$ cat src/rtl/core/mprg_pkg.sv
`timescale 1ns / 1ps
`default_nettype none
// ----------------------------------------------------------------------------
// mprg_pkg: shared definitions for the middle-product random generator
// Field widths, configuration register indexes, the power-of-ten table and
// the control store of the microcoded sequencer.
// ----------------------------------------------------------------------------
package mprg_pkg;

  // Field widths
  localparam int unsigned SEED_W    = 30;
  localparam int unsigned DIGIT_W   = 4;
  localparam int unsigned PROD_W    = 60;
  localparam int unsigned CFG_IDX_W = 2;
  localparam int unsigned CFG_W     = 30;

  // Default for the largest supported digit count
  localparam int unsigned MAX_DIGITS_DEF = 9;

  // Binary-to-BCD conversion: product bits shifted per sequencer step
  localparam int unsigned DABBLE_BITS  = 4;
  localparam int unsigned DABBLE_STEPS = PROD_W / DABBLE_BITS;
  localparam int unsigned CNT_W        = $clog2(DABBLE_STEPS + 1);

  // Configuration register indexes
  localparam logic [CFG_IDX_W-1:0] CFG_FIRST_SEED  = 2'd0;
  localparam logic [CFG_IDX_W-1:0] CFG_SECOND_SEED = 2'd1;
  localparam logic [CFG_IDX_W-1:0] CFG_DIGIT_COUNT = 2'd2;

  // Reset values of the configuration registers
  localparam logic [SEED_W-1:0]  FIRST_SEED_RST  = 30'd1234;
  localparam logic [SEED_W-1:0]  SECOND_SEED_RST = 30'd5678;
  localparam logic [DIGIT_W-1:0] DIGIT_COUNT_RST = 4'd4;

  // Datapath operations selected by a control word
  typedef enum logic [3:0] {
    OP_NONE    = 4'd0,
    OP_CLEAR   = 4'd1,
    OP_MUL     = 4'd2,
    OP_DABBLE  = 4'd3,
    OP_LEN     = 4'd4,
    OP_COLLECT = 4'd5,
    OP_SHIFT   = 4'd6,
    OP_ERR     = 4'd7,
    OP_RESTART = 4'd8,
    OP_EMIT    = 4'd9
  } op_t;

  // Jump conditions; a true condition loads the target, else the step advances
  typedef enum logic [2:0] {
    C_NEVER    = 3'd0,
    C_ALWAYS   = 3'd1,
    C_NO_INPUT = 3'd2,
    C_RESTART  = 3'd3,
    C_NOGO     = 3'd4,
    C_LOOP     = 3'd5,
    C_OUT_FREE = 3'd6
  } cond_t;

  localparam int unsigned PC_W = 4;

  typedef struct packed {
    op_t             op;
    cond_t           cond;
    logic [PC_W-1:0] tgt;
  } uword_t;

  // Program step addresses
  localparam logic [PC_W-1:0] S_WAIT    = 4'd0;
  localparam logic [PC_W-1:0] S_CLEAR   = 4'd1;
  localparam logic [PC_W-1:0] S_CHECK   = 4'd2;
  localparam logic [PC_W-1:0] S_MUL     = 4'd3;
  localparam logic [PC_W-1:0] S_DABBLE  = 4'd4;
  localparam logic [PC_W-1:0] S_LEN     = 4'd5;
  localparam logic [PC_W-1:0] S_COLLECT = 4'd6;
  localparam logic [PC_W-1:0] S_SHIFT   = 4'd7;
  localparam logic [PC_W-1:0] S_FAIL    = 4'd8;
  localparam logic [PC_W-1:0] S_LOAD    = 4'd9;
  localparam logic [PC_W-1:0] S_EMIT    = 4'd10;
  localparam logic [PC_W-1:0] S_HOLD    = 4'd11;

  // Control store
  function automatic uword_t ucode(input logic [PC_W-1:0] pc);
    uword_t w;
    case (pc)
      S_WAIT:    w = '{op: OP_NONE,    cond: C_NO_INPUT, tgt: S_WAIT};
      S_CLEAR:   w = '{op: OP_CLEAR,   cond: C_RESTART,  tgt: S_LOAD};
      S_CHECK:   w = '{op: OP_NONE,    cond: C_NOGO,     tgt: S_FAIL};
      S_MUL:     w = '{op: OP_MUL,     cond: C_NEVER,    tgt: S_WAIT};
      S_DABBLE:  w = '{op: OP_DABBLE,  cond: C_LOOP,     tgt: S_DABBLE};
      S_LEN:     w = '{op: OP_LEN,     cond: C_NEVER,    tgt: S_WAIT};
      S_COLLECT: w = '{op: OP_COLLECT, cond: C_LOOP,     tgt: S_COLLECT};
      S_SHIFT:   w = '{op: OP_SHIFT,   cond: C_ALWAYS,   tgt: S_EMIT};
      S_FAIL:    w = '{op: OP_ERR,     cond: C_ALWAYS,   tgt: S_EMIT};
      S_LOAD:    w = '{op: OP_RESTART, cond: C_NEVER,    tgt: S_WAIT};
      S_EMIT:    w = '{op: OP_EMIT,    cond: C_OUT_FREE, tgt: S_WAIT};
      S_HOLD:    w = '{op: OP_NONE,    cond: C_ALWAYS,   tgt: S_EMIT};
      default:   w = '{op: OP_NONE,    cond: C_ALWAYS,   tgt: S_WAIT};
    endcase
    return w;
  endfunction

  // Powers of ten that fit a seed
  function automatic logic [SEED_W-1:0] pow_ten(input logic [DIGIT_W-1:0] k);
    logic [SEED_W-1:0] p;
    case (k)
      4'd0:    p = 30'd1;
      4'd1:    p = 30'd10;
      4'd2:    p = 30'd100;
      4'd3:    p = 30'd1000;
      4'd4:    p = 30'd10000;
      4'd5:    p = 30'd100000;
      4'd6:    p = 30'd1000000;
      4'd7:    p = 30'd10000000;
      4'd8:    p = 30'd100000000;
      4'd9:    p = 30'd1000000000;
      default: p = '0;
    endcase
    return p;
  endfunction

endpackage
`default_nettype wire

$ cat src/rtl/core/mprg_if.sv
`timescale 1ns / 1ps
`default_nettype none
// ----------------------------------------------------------------------------
// mprg_if: valid/ready channels of the middle-product random generator
// mprg_in_if carries command transactions, mprg_out_if result transactions.
// ----------------------------------------------------------------------------
interface mprg_in_if;
  logic valid;
  logic ready;
  logic restart;
  logic advance;

  modport source (output valid, output restart, output advance, input ready);
  modport sink   (input valid, input restart, input advance, output ready);
endinterface

interface mprg_out_if import mprg_pkg::*; ();
  logic              valid;
  logic              ready;
  logic [PROD_W-1:0] product;
  logic [SEED_W-1:0] next_value;
  logic              seed_error;

  modport source (output valid, output product, output next_value,
                  output seed_error, input ready);
  modport sink   (input valid, input product, input next_value,
                  input seed_error, output ready);
endinterface
`default_nettype wire

$ cat src/rtl/core/middle_product_random_generator.sv
`timescale 1ns / 1ps
`default_nettype none
// ----------------------------------------------------------------------------
// middle_product_random_generator: decimal middle-product number generator
// A small control store sequences a multiplier, a binary-to-BCD shifter and
// a digit collector to produce one result transaction per command.
// ----------------------------------------------------------------------------
// One command is taken at a time and gives exactly one result. An advance
// runs one multiply, 15 passes of the BCD conversion at 4 product bits per
// pass and one pass per output digit (D = digit_count). A restart runs the
// clear, load and emit steps, and an idle command or a refused advance runs
// the clear, check, fail and emit steps. A finished result waits in the
// output register, and the next command is taken meanwhile; the sequencer
// only waits when a new result is ready while the previous one has not yet
// been taken.
// Configuration writes land at once and are meant to be made while idle.
module middle_product_random_generator
  import mprg_pkg::*;
#(
  parameter int unsigned MAX_DIGITS = MAX_DIGITS_DEF
) (
  input  wire                  clk,
  input  wire                  rst_n,
  input  wire                  cfg_we,
  input  wire [CFG_IDX_W-1:0]  cfg_idx,
  input  wire [CFG_W-1:0]      cfg_data,
  mprg_in_if.sink              in_ch,
  mprg_out_if.source           out_ch
);

  localparam int unsigned BCD_DIG = 2 * MAX_DIGITS;
  localparam int unsigned BCD_W   = 4 * BCD_DIG;
  localparam int unsigned IDX_W   = (BCD_DIG > 1) ? $clog2(BCD_DIG) : 1;
  localparam int unsigned LEN_W   = $clog2(BCD_DIG + 1);
  localparam int unsigned SUM_W   = ((LEN_W > DIGIT_W) ? LEN_W : DIGIT_W) + 1;

  // Configuration registers
  logic [SEED_W-1:0]  first_seed_r,  first_seed_nxt;
  logic [SEED_W-1:0]  second_seed_r, second_seed_nxt;
  logic [DIGIT_W-1:0] dc_r,          dc_nxt;

  // Generator state
  logic [SEED_W-1:0]  prev_r,   prev_nxt;
  logic [SEED_W-1:0]  cur_r,    cur_nxt;
  logic               seeded_r, seeded_nxt;

  // Sequencer and working registers
  logic [PC_W-1:0]    pc_r,      pc_nxt;
  logic               restart_r, restart_nxt;
  logic               advance_r, advance_nxt;
  logic [PROD_W-1:0]  prod_r,    prod_nxt;
  logic [PROD_W-1:0]  bin_r,     bin_nxt;
  logic [BCD_W-1:0]   bcd_r,     bcd_nxt;
  logic [SEED_W-1:0]  next_r,    next_nxt;
  logic               err_r,     err_nxt;
  logic [CNT_W-1:0]   cnt_r,     cnt_nxt;
  logic [IDX_W-1:0]   idx_r,     idx_nxt;

  // Output register
  logic               out_valid_r,  out_valid_nxt;
  logic [PROD_W-1:0]  out_prod_r,   out_prod_nxt;
  logic [SEED_W-1:0]  out_next_r,   out_next_nxt;
  logic               out_err_r,    out_err_nxt;

  // Combinational helpers
  uword_t             uw;
  logic               taken;
  logic               in_fire;
  logic               out_free;
  logic               d_ok;
  logic               seeds_ok;
  logic [SEED_W-1:0]  hi_bound;
  logic [SEED_W-1:0]  lo_bound;
  logic [PROD_W-1:0]  mul_c;
  logic [BCD_W-1:0]   dab_bcd;
  logic [PROD_W-1:0]  dab_bin;
  logic [LEN_W-1:0]   len_c;
  logic [SUM_W-1:0]   len_x;
  logic [SUM_W-1:0]   d_x;
  logic [SUM_W-1:0]   drop_x;
  logic [SUM_W-1:0]   top_x;
  logic [3:0]         digit_c;

  assign uw       = ucode(pc_r);
  assign in_fire  = in_ch.valid && in_ch.ready;
  assign out_free = !out_valid_r || out_ch.ready;

  assign in_ch.ready       = (pc_r == S_WAIT);
  assign out_ch.valid      = out_valid_r;
  assign out_ch.product    = out_prod_r;
  assign out_ch.next_value = out_next_r;
  assign out_ch.seed_error = out_err_r;

  // Digit count range and seed length checks
  assign d_ok     = (dc_r != '0) && (dc_r <= DIGIT_W'(MAX_DIGITS));
  assign hi_bound = pow_ten(dc_r);
  assign lo_bound = (dc_r == DIGIT_W'(1)) ? '0 : pow_ten(dc_r - DIGIT_W'(1));
  assign seeds_ok = d_ok
                    && (first_seed_r  >= lo_bound) && (first_seed_r  < hi_bound)
                    && (second_seed_r >= lo_bound) && (second_seed_r < hi_bound);

  // Multiplier: one 30 x 30 product, registered
  assign mul_c = PROD_W'(prev_r) * PROD_W'(cur_r);

  // Shift-and-add-3 conversion, several product bits per pass
  always_comb begin
    dab_bcd = bcd_r;
    dab_bin = bin_r;
    for (int s = 0; s < DABBLE_BITS; s++) begin
      for (int i = 0; i < BCD_DIG; i++) begin
        if (dab_bcd[4*i +: 4] >= 4'd5) begin
          dab_bcd[4*i +: 4] = dab_bcd[4*i +: 4] + 4'd3;
        end
      end
      {dab_bcd, dab_bin} = {dab_bcd[BCD_W-2:0], dab_bin, 1'b0};
    end
  end

  // Decimal length: position of the highest nonzero digit, at least one
  always_comb begin
    len_c = LEN_W'(1);
    for (int i = 1; i < BCD_DIG; i++) begin
      if (bcd_r[4*i +: 4] != 4'd0) begin
        len_c = LEN_W'(i + 1);
      end
    end
  end

  // Low digits to skip; a product shorter than D is taken whole
  assign len_x  = SUM_W'(len_c);
  assign d_x    = SUM_W'(dc_r);
  assign drop_x = (len_x < d_x) ? '0 : ((len_x - d_x + SUM_W'(1)) >> 1);
  assign top_x  = drop_x + d_x - SUM_W'(1);

  assign digit_c = bcd_r[4*idx_r +: 4];

  // Jump condition
  always_comb begin
    case (uw.cond)
      C_NEVER:    taken = 1'b0;
      C_ALWAYS:   taken = 1'b1;
      C_NO_INPUT: taken = !in_fire;
      C_RESTART:  taken = restart_r;
      C_NOGO:     taken = !advance_r || !seeded_r || !d_ok;
      C_LOOP:     taken = (cnt_r != CNT_W'(1));
      C_OUT_FREE: taken = out_free;
      default:    taken = 1'b1;
    endcase
  end

  assign pc_nxt = taken ? uw.tgt : pc_r + PC_W'(1);

  // Configuration writes
  always_comb begin
    first_seed_nxt  = first_seed_r;
    second_seed_nxt = second_seed_r;
    dc_nxt          = dc_r;
    if (cfg_we) begin
      case (cfg_idx)
        CFG_FIRST_SEED:  first_seed_nxt  = cfg_data[SEED_W-1:0];
        CFG_SECOND_SEED: second_seed_nxt = cfg_data[SEED_W-1:0];
        CFG_DIGIT_COUNT: dc_nxt          = cfg_data[DIGIT_W-1:0];
        default: ;
      endcase
    end
  end

  // Datapath driven by the current control word
  always_comb begin
    restart_nxt   = restart_r;
    advance_nxt   = advance_r;
    prev_nxt      = prev_r;
    cur_nxt       = cur_r;
    seeded_nxt    = seeded_r;
    prod_nxt      = prod_r;
    bin_nxt       = bin_r;
    bcd_nxt       = bcd_r;
    next_nxt      = next_r;
    err_nxt       = err_r;
    cnt_nxt       = cnt_r;
    idx_nxt       = idx_r;
    out_prod_nxt  = out_prod_r;
    out_next_nxt  = out_next_r;
    out_err_nxt   = out_err_r;
    out_valid_nxt = out_valid_r;

    // Capture the command transaction
    if (in_fire) begin
      restart_nxt = in_ch.restart;
      advance_nxt = in_ch.advance;
    end

    // Drop the result once it is taken
    if (out_ch.ready) begin
      out_valid_nxt = 1'b0;
    end

    case (uw.op)
      OP_NONE: ;
      OP_CLEAR: begin
        prod_nxt = '0;
        next_nxt = '0;
        err_nxt  = 1'b0;
      end
      OP_MUL: begin
        prod_nxt = mul_c;
        bin_nxt  = mul_c;
        bcd_nxt  = '0;
        cnt_nxt  = CNT_W'(DABBLE_STEPS);
      end
      OP_DABBLE: begin
        bcd_nxt = dab_bcd;
        bin_nxt = dab_bin;
        cnt_nxt = cnt_r - CNT_W'(1);
      end
      OP_LEN: begin
        idx_nxt  = top_x[IDX_W-1:0];
        cnt_nxt  = CNT_W'(dc_r);
        next_nxt = '0;
      end
      OP_COLLECT: begin
        // next = next * 10 + digit, most significant digit first
        next_nxt = {next_r[SEED_W-4:0], 3'b000} + {next_r[SEED_W-2:0], 1'b0}
                   + SEED_W'(digit_c);
        idx_nxt  = idx_r - IDX_W'(1);
        cnt_nxt  = cnt_r - CNT_W'(1);
      end
      OP_SHIFT: begin
        prev_nxt = cur_r;
        cur_nxt  = next_r;
      end
      OP_ERR: begin
        // idle commands are not errors, refused advances are
        err_nxt = advance_r;
      end
      OP_RESTART: begin
        if (seeds_ok) begin
          prev_nxt   = first_seed_r;
          cur_nxt    = second_seed_r;
          seeded_nxt = 1'b1;
        end else begin
          seeded_nxt = 1'b0;
          err_nxt    = 1'b1;
        end
      end
      OP_EMIT: begin
        if (out_free) begin
          out_prod_nxt  = prod_r;
          out_next_nxt  = next_r;
          out_err_nxt   = err_r;
          out_valid_nxt = 1'b1;
        end
      end
      default: ;
    endcase
  end

  // Control and configuration registers
  always_ff @(posedge clk) begin
    if (!rst_n) begin
      pc_r          <= S_WAIT;
      out_valid_r   <= 1'b0;
      seeded_r      <= 1'b0;
      prev_r        <= '0;
      cur_r         <= '0;
      first_seed_r  <= FIRST_SEED_RST;
      second_seed_r <= SECOND_SEED_RST;
      dc_r          <= DIGIT_COUNT_RST;
    end else begin
      pc_r          <= pc_nxt;
      out_valid_r   <= out_valid_nxt;
      seeded_r      <= seeded_nxt;
      prev_r        <= prev_nxt;
      cur_r         <= cur_nxt;
      first_seed_r  <= first_seed_nxt;
      second_seed_r <= second_seed_nxt;
      dc_r          <= dc_nxt;
    end
  end

  // Working and result registers
  always_ff @(posedge clk) begin
    restart_r  <= restart_nxt;
    advance_r  <= advance_nxt;
    prod_r     <= prod_nxt;
    bin_r      <= bin_nxt;
    bcd_r      <= bcd_nxt;
    next_r     <= next_nxt;
    err_r      <= err_nxt;
    cnt_r      <= cnt_nxt;
    idx_r      <= idx_nxt;
    out_prod_r <= out_prod_nxt;
    out_next_r <= out_next_nxt;
    out_err_r  <= out_err_nxt;
  end

endmodule
`default_nettype wire
$ cat src/flat_wrapper.sv
// flat-port wrapper written by rule: the top's interface ports become plain ports
module middle_product_random_generator_flat import mprg_pkg::*;
#(
  parameter int unsigned MAX_DIGITS = MAX_DIGITS_DEF
)
  (clk, rst_n, cfg_we, cfg_idx, cfg_data, in_ch_valid, in_ch_restart, in_ch_advance, in_ch_ready, out_ch_valid, out_ch_product, out_ch_next_value, out_ch_seed_error, out_ch_ready);
  mprg_in_if in_ch_i ();
  mprg_out_if out_ch_i ();
  input  wire clk;
  input  wire rst_n;
  input  wire cfg_we;
  input  wire [CFG_IDX_W-1:0] cfg_idx;
  input  wire [CFG_W-1:0] cfg_data;
  input wire logic [$bits(in_ch_i.valid)-1:0] in_ch_valid;
  input wire logic [$bits(in_ch_i.restart)-1:0] in_ch_restart;
  input wire logic [$bits(in_ch_i.advance)-1:0] in_ch_advance;
  output wire logic [$bits(in_ch_i.ready)-1:0] in_ch_ready;
  output wire logic [$bits(out_ch_i.valid)-1:0] out_ch_valid;
  output wire logic [$bits(out_ch_i.product)-1:0] out_ch_product;
  output wire logic [$bits(out_ch_i.next_value)-1:0] out_ch_next_value;
  output wire logic [$bits(out_ch_i.seed_error)-1:0] out_ch_seed_error;
  input wire logic [$bits(out_ch_i.ready)-1:0] out_ch_ready;
  assign in_ch_i.valid = in_ch_valid;
  assign in_ch_i.restart = in_ch_restart;
  assign in_ch_i.advance = in_ch_advance;
  assign in_ch_ready = in_ch_i.ready;
  assign out_ch_valid = out_ch_i.valid;
  assign out_ch_product = out_ch_i.product;
  assign out_ch_next_value = out_ch_i.next_value;
  assign out_ch_seed_error = out_ch_i.seed_error;
  assign out_ch_i.ready = out_ch_ready;
  middle_product_random_generator #(.MAX_DIGITS(MAX_DIGITS)) u_core (.clk(clk), .rst_n(rst_n), .cfg_we(cfg_we), .cfg_idx(cfg_idx), .cfg_data(cfg_data), .in_ch(in_ch_i), .out_ch(out_ch_i));
endmodule
$ cat config.mk
export PLATFORM = sky130hd
export DESIGN_NAME = middle_product_random_generator_flat
export DESIGN_NICKNAME = d
export VERILOG_FILES = /design/src/rtl/core/mprg_pkg.sv /design/src/rtl/core/mprg_if.sv /design/src/rtl/core/middle_product_random_generator.sv /design/src/flat_wrapper.sv
export SDC_FILE = /design/constraint.sdc
export NUM_CORES = 2
export LEC_CHECK = 0
export CAP_MARGIN = 25
export CORE_AREA = 5 5 496 400
export CTS_BUF_LIST = sky130_fd_sc_hd__clkbuf_4 sky130_fd_sc_hd__clkbuf_8
export DETAILED_ROUTE_END_ITERATION = 8
export DIE_AREA = 0 0 501 405
export DONT_BUFFER_PORTS = 1
export HOLD_SLACK_MARGIN = 0.08
export PLACE_DENSITY_LB_ADDON = 0.2
export SYNTH_ARGS = -nofsm -noshare
export SYNTH_HDL_FRONTEND = slang
export SYNTH_SLANG_ARGS = --single-unit
$ cat constraint.sdc
create_clock -name clk -period 13.07 [get_ports clk]
set_input_delay 0.6535 -clock clk [delete_from_list [all_inputs] [get_ports clk]]
set_output_delay 0.6535 -clock clk [all_outputs]
set_load 0.02 [all_outputs]
==> results by group <==
GRT
  – Vias in the first global route: 46100
  – Met3 usage: 0.0310
  – Largest net degree at the start of global routing: 150
  – Grt ovf: 0
  – Gr usage total: 0.187
  – GRT busiest layer: met1
  – M2 GR Usage: 0.268
  – First-pass GRT wire length: 292000 um
  – Initial antenna violation count: 18
  – GR Util met1: 0.294

Die
  – Initial Utilization: 0.318
  – IO Pins: 132
  – Chip height: 405 um
  – Die area: 203000 sq um
  – Cell Rows: 145
  – Die X: 501 um
  – Core Area: 194000 sq um

Detailed routing
  – Final wirelength: 190000 um
  – Drt wl/cell: 20.8 um
  – DR iter-0 viols: 3424
  – DR vias/cell: 4.97
  – Final ANT Viol Nets: 0
  – Post-route DRC: 0
  – Via count: 45300
  – First-pass DRT Iterations: 6

Min path
  – Hold Path Cell Cnt: 2
  – Worst min path class: in -> reg
  – Startpoint of the worst hold path: rst_n
  – WHS Endpoint: u_core.pc_r[3]

Clocking
  – CTS H-tree lvls: 3
  – CTS-repair resized insts: 0
  – Clock sinks: 489
  – Clock transition at path regs: 80 ps
  – Post-CTS Setup Bufs: 0
  – Clock buffer depth: 3
  – Clock buffer count from CTS: 87
  – Clock latency on the worst-skew pair: 820 ps
  – CTS tree: yes
  – Root Buffer: clkbuf_8

Power and ir drop
  – Sw Share: 0.453
  – Leakage power: 30.3 nW
  – Flop pwr share: 0.236
  – Sw Pwr: 4.79 mW
  – PD cells: 159 nW/um^2
  – Maximum vdd drop: 0.130 mV
  – Comb pwr share: 0.601
  – Clock power share: 0.163
  – Internal Dissipation: 5.78 mW
  – Total Power: 10.6 mW

Yosys
  – Synth top cells by count: inv_1 (1040), nand2_1 (805), fa_1 (784)
  – Post-synthesis cell count: 6546
  – Post-Syn Area per Cell: 9.39 sq um
  – Ys async rst share: 0
  – Most frequent cell after synthesis: inv_1
  – Yosys warns: 0
  – Post-synth EDFFs: 325
  – Top cell type's share of synthesized area: 0.255
  – Post-synthesis sequential area ratio: 0.212
  – Synth top area cells: fa_1 (26%), edfxtp_1 (16%), ha_1 (12%)
  – Yosys top cell by area: fa_1
  – Netlist cell types: 85
  – Cell Area, Synth: 61500 sq um
  – Top FF cell, synth: edfxtp_1
  – Post-synthesis register bit count: 489
  – Mapped Nets: 7974

Setup path
  – Critical Path Slowest Stage Cell: dfxtp_1
  – R2R setup slack: 3870 ps
  – CP peak stage delay: 770 ps
  – Critical path required time: 13580 ps
  – Most frequent CP cell: fa_1
  – Reg2reg start: u_core.prev_r[17]
  – Critical Path Source: u_core.prev_r[17]
  – Crit path arrival time: 9720 ps
  – Worst Path Max Fanout: 16
  – R2r worst-path depth: 26
  – CP top delay family: adder cells
  – Startpoint Class: flop
  – Worst path buffer plus inverter count: 6
  – CP endpoint kind: flop
  – Critical path type: reg -> reg
  – Crit Reg-Reg Endpoint: u_core.bin_r[58]

Placed design
  – Place WS: 3940 ps
  – RePlAce Congestion: 0.889
  – Port Buffers: 0
  – Placed cells: 8897
  – DP HPWL: 141000 um
  – Placed Area: 64100 sq um

Timing
  – Fmax: 109 MHz
  – Hold slack: 192 ps
  – Worst Setup Slack, final: 3870 ps
  – Final hold violation count: 0
  – Slew Limit Fails: 0
  – Tightest Pin Transition: 1100 ps
  – Final Setup Violations: 0
  – Slew Limit Headroom: 0.263
  – Minimum clock period: 9200 ps
  – Tcrit/Tclk final: 0.704
  – Unrepaired setup endpoints after global routing: no
  – TNS Setup: 0 ps
  – Worst clock skew: 84.9 ps

Layout
  – Final instance area: 66600 sq um
  – Finished Layout Cells: 9109
  – Fill cells: 19800
  – Final net count: 7884
  – Core Util, Final: 0.344
  – Fraction of layout cells with a size suffix above 1: 0.0767
  – Synth-to-layout area growth: 8.41%

Run status
  – Status: completed

Flow run
  – Maxcap violations: 0
flip-flops by register name, indices dropped and copies added, names as in the netlist:
name,cells
u_core.advance_r,1
u_core.bcd_r,72
u_core.bin_r,60
u_core.cnt_r,4
u_core.cur_r,30
u_core.dc_r,4
u_core.err_r,1
u_core.first_seed_r,30
u_core.hi_bound,23
u_core.idx_r,5
u_core.next_r,30
u_core.out_ch.next_value,30
u_core.out_ch.product,60
u_core.out_ch.seed_error,1
u_core.out_ch.valid,1
u_core.pc_r,4
u_core.prev_r,30
u_core.prod_r,60
u_core.restart_r,1
u_core.second_seed_r,30
u_core.seeded_r,1
u_core.uw,11
logic make-up (layout without fill, tap and decap cells):
logic type      Yosys count  in the layout  synth area share
simple gates           2104           2104             0.171
mux                     220            220            0.0417
other cells               0              9                 0
compound gates          836            836            0.0884
flops                   489            489             0.212
buf+inv                1335           1317            0.0831
fa+ha+maj              1389           1389             0.379
xor+xnor                173            173            0.0247
per-layer routing:
layer  vias up  part of all wire  routed length [um]
met5         -           0.00024                  45
met4         8             0.019                3630
met3       194             0.062               11800
met1     22900              0.51               97600
met2      1260              0.40               76800
li1      20900                 -                   -
power by group through the flow:
stage / Clock, mW / Sequential (mW) / Combinational (mW)
final: 1.72 / 2.50 / 6.35
after global placement: 0 / 2.53 / 6.13
after floorplan: 0 / 2.37 / 5.07
after CTS: 1.78 / 2.50 / 6.36
after detailed placement: 0 / 2.52 / 6.28
after global routing: 1.85 / 2.54 / 7.15
how the worst max path moves through the flow:
stage | to | slack, ps | cells past startpoint
floorplan | u_core.out_ch.next_value[0] | 2970 | 3
global placement | u_core.bin_r[58] | 4170 | 26
detailed placement | u_core.bin_r[58] | 3940 | 26
CTS | u_core.bin_r[58] | 3930 | 26
global route | u_core.bin_r[58] | 3510 | 26
finish | u_core.bin_r[58] | 3870 | 26
layout by cell type, fill, tap and decap left out, types with 12 or more instances in the layout:
master and n:
nor2b_1 67, nand4_1 32, o21ai_2 40, a21oi_2 15, dfxtp_1 150, dfxtp_2 14, nand3_1 77, o21ai_0 170
a21oi_1 215, nor2_1 298, o21a_1 33, o21ai_1 42, clkbuf_4 26, mux4_2 18, a31oi_1 17, edfxtp_1 325
a21o_1 77, o211ai_1 12, o21bai_1 21, clkbuf_8 98, a211oi_1 22, buf_4 70, nand2_1 803, nand3_2 40
nand2b_1 81, inv_1 1039, or3_1 14, ha_1 605, and2_1 531, fa_1 784, mux2_2 95, xor2_1 49
mux2i_1 102, and3_1 17, nor3_1 42, xnor2_1 124, dlygate4sd3_1 40, nor3b_1 46, a21boi_0 65
layout make-up:
| type | count | area, sq um | share of cell area |
|---|---|---|---|
| Clock inverter | 37 | 497 | 0.00745 |
| Antenna cell | 9 | 22.5 | 0.000338 |
| Inverter | 1043 | 3920 | 0.0588 |
| Timing Repair Buffer | 113 | 993 | 0.0149 |
| Sequential cell | 489 | 13100 | 0.196 |
| Tap cell | 2572 | 3220 | 0.0483 |
| Clock buffer | 124 | 1540 | 0.0232 |
| Multi-Input combinational cell | 4722 | 43400 | 0.651 |
timing repair:
| action | in CTS | in global routing |
|---|---|---|
| endpoints found under the hold margin | 123 | 0 |
| hold buffers | 42 | 0 |
| setup endpoints to repair | 0 | 0 |
Note: power is estimated with default switching activity, not from simulation.
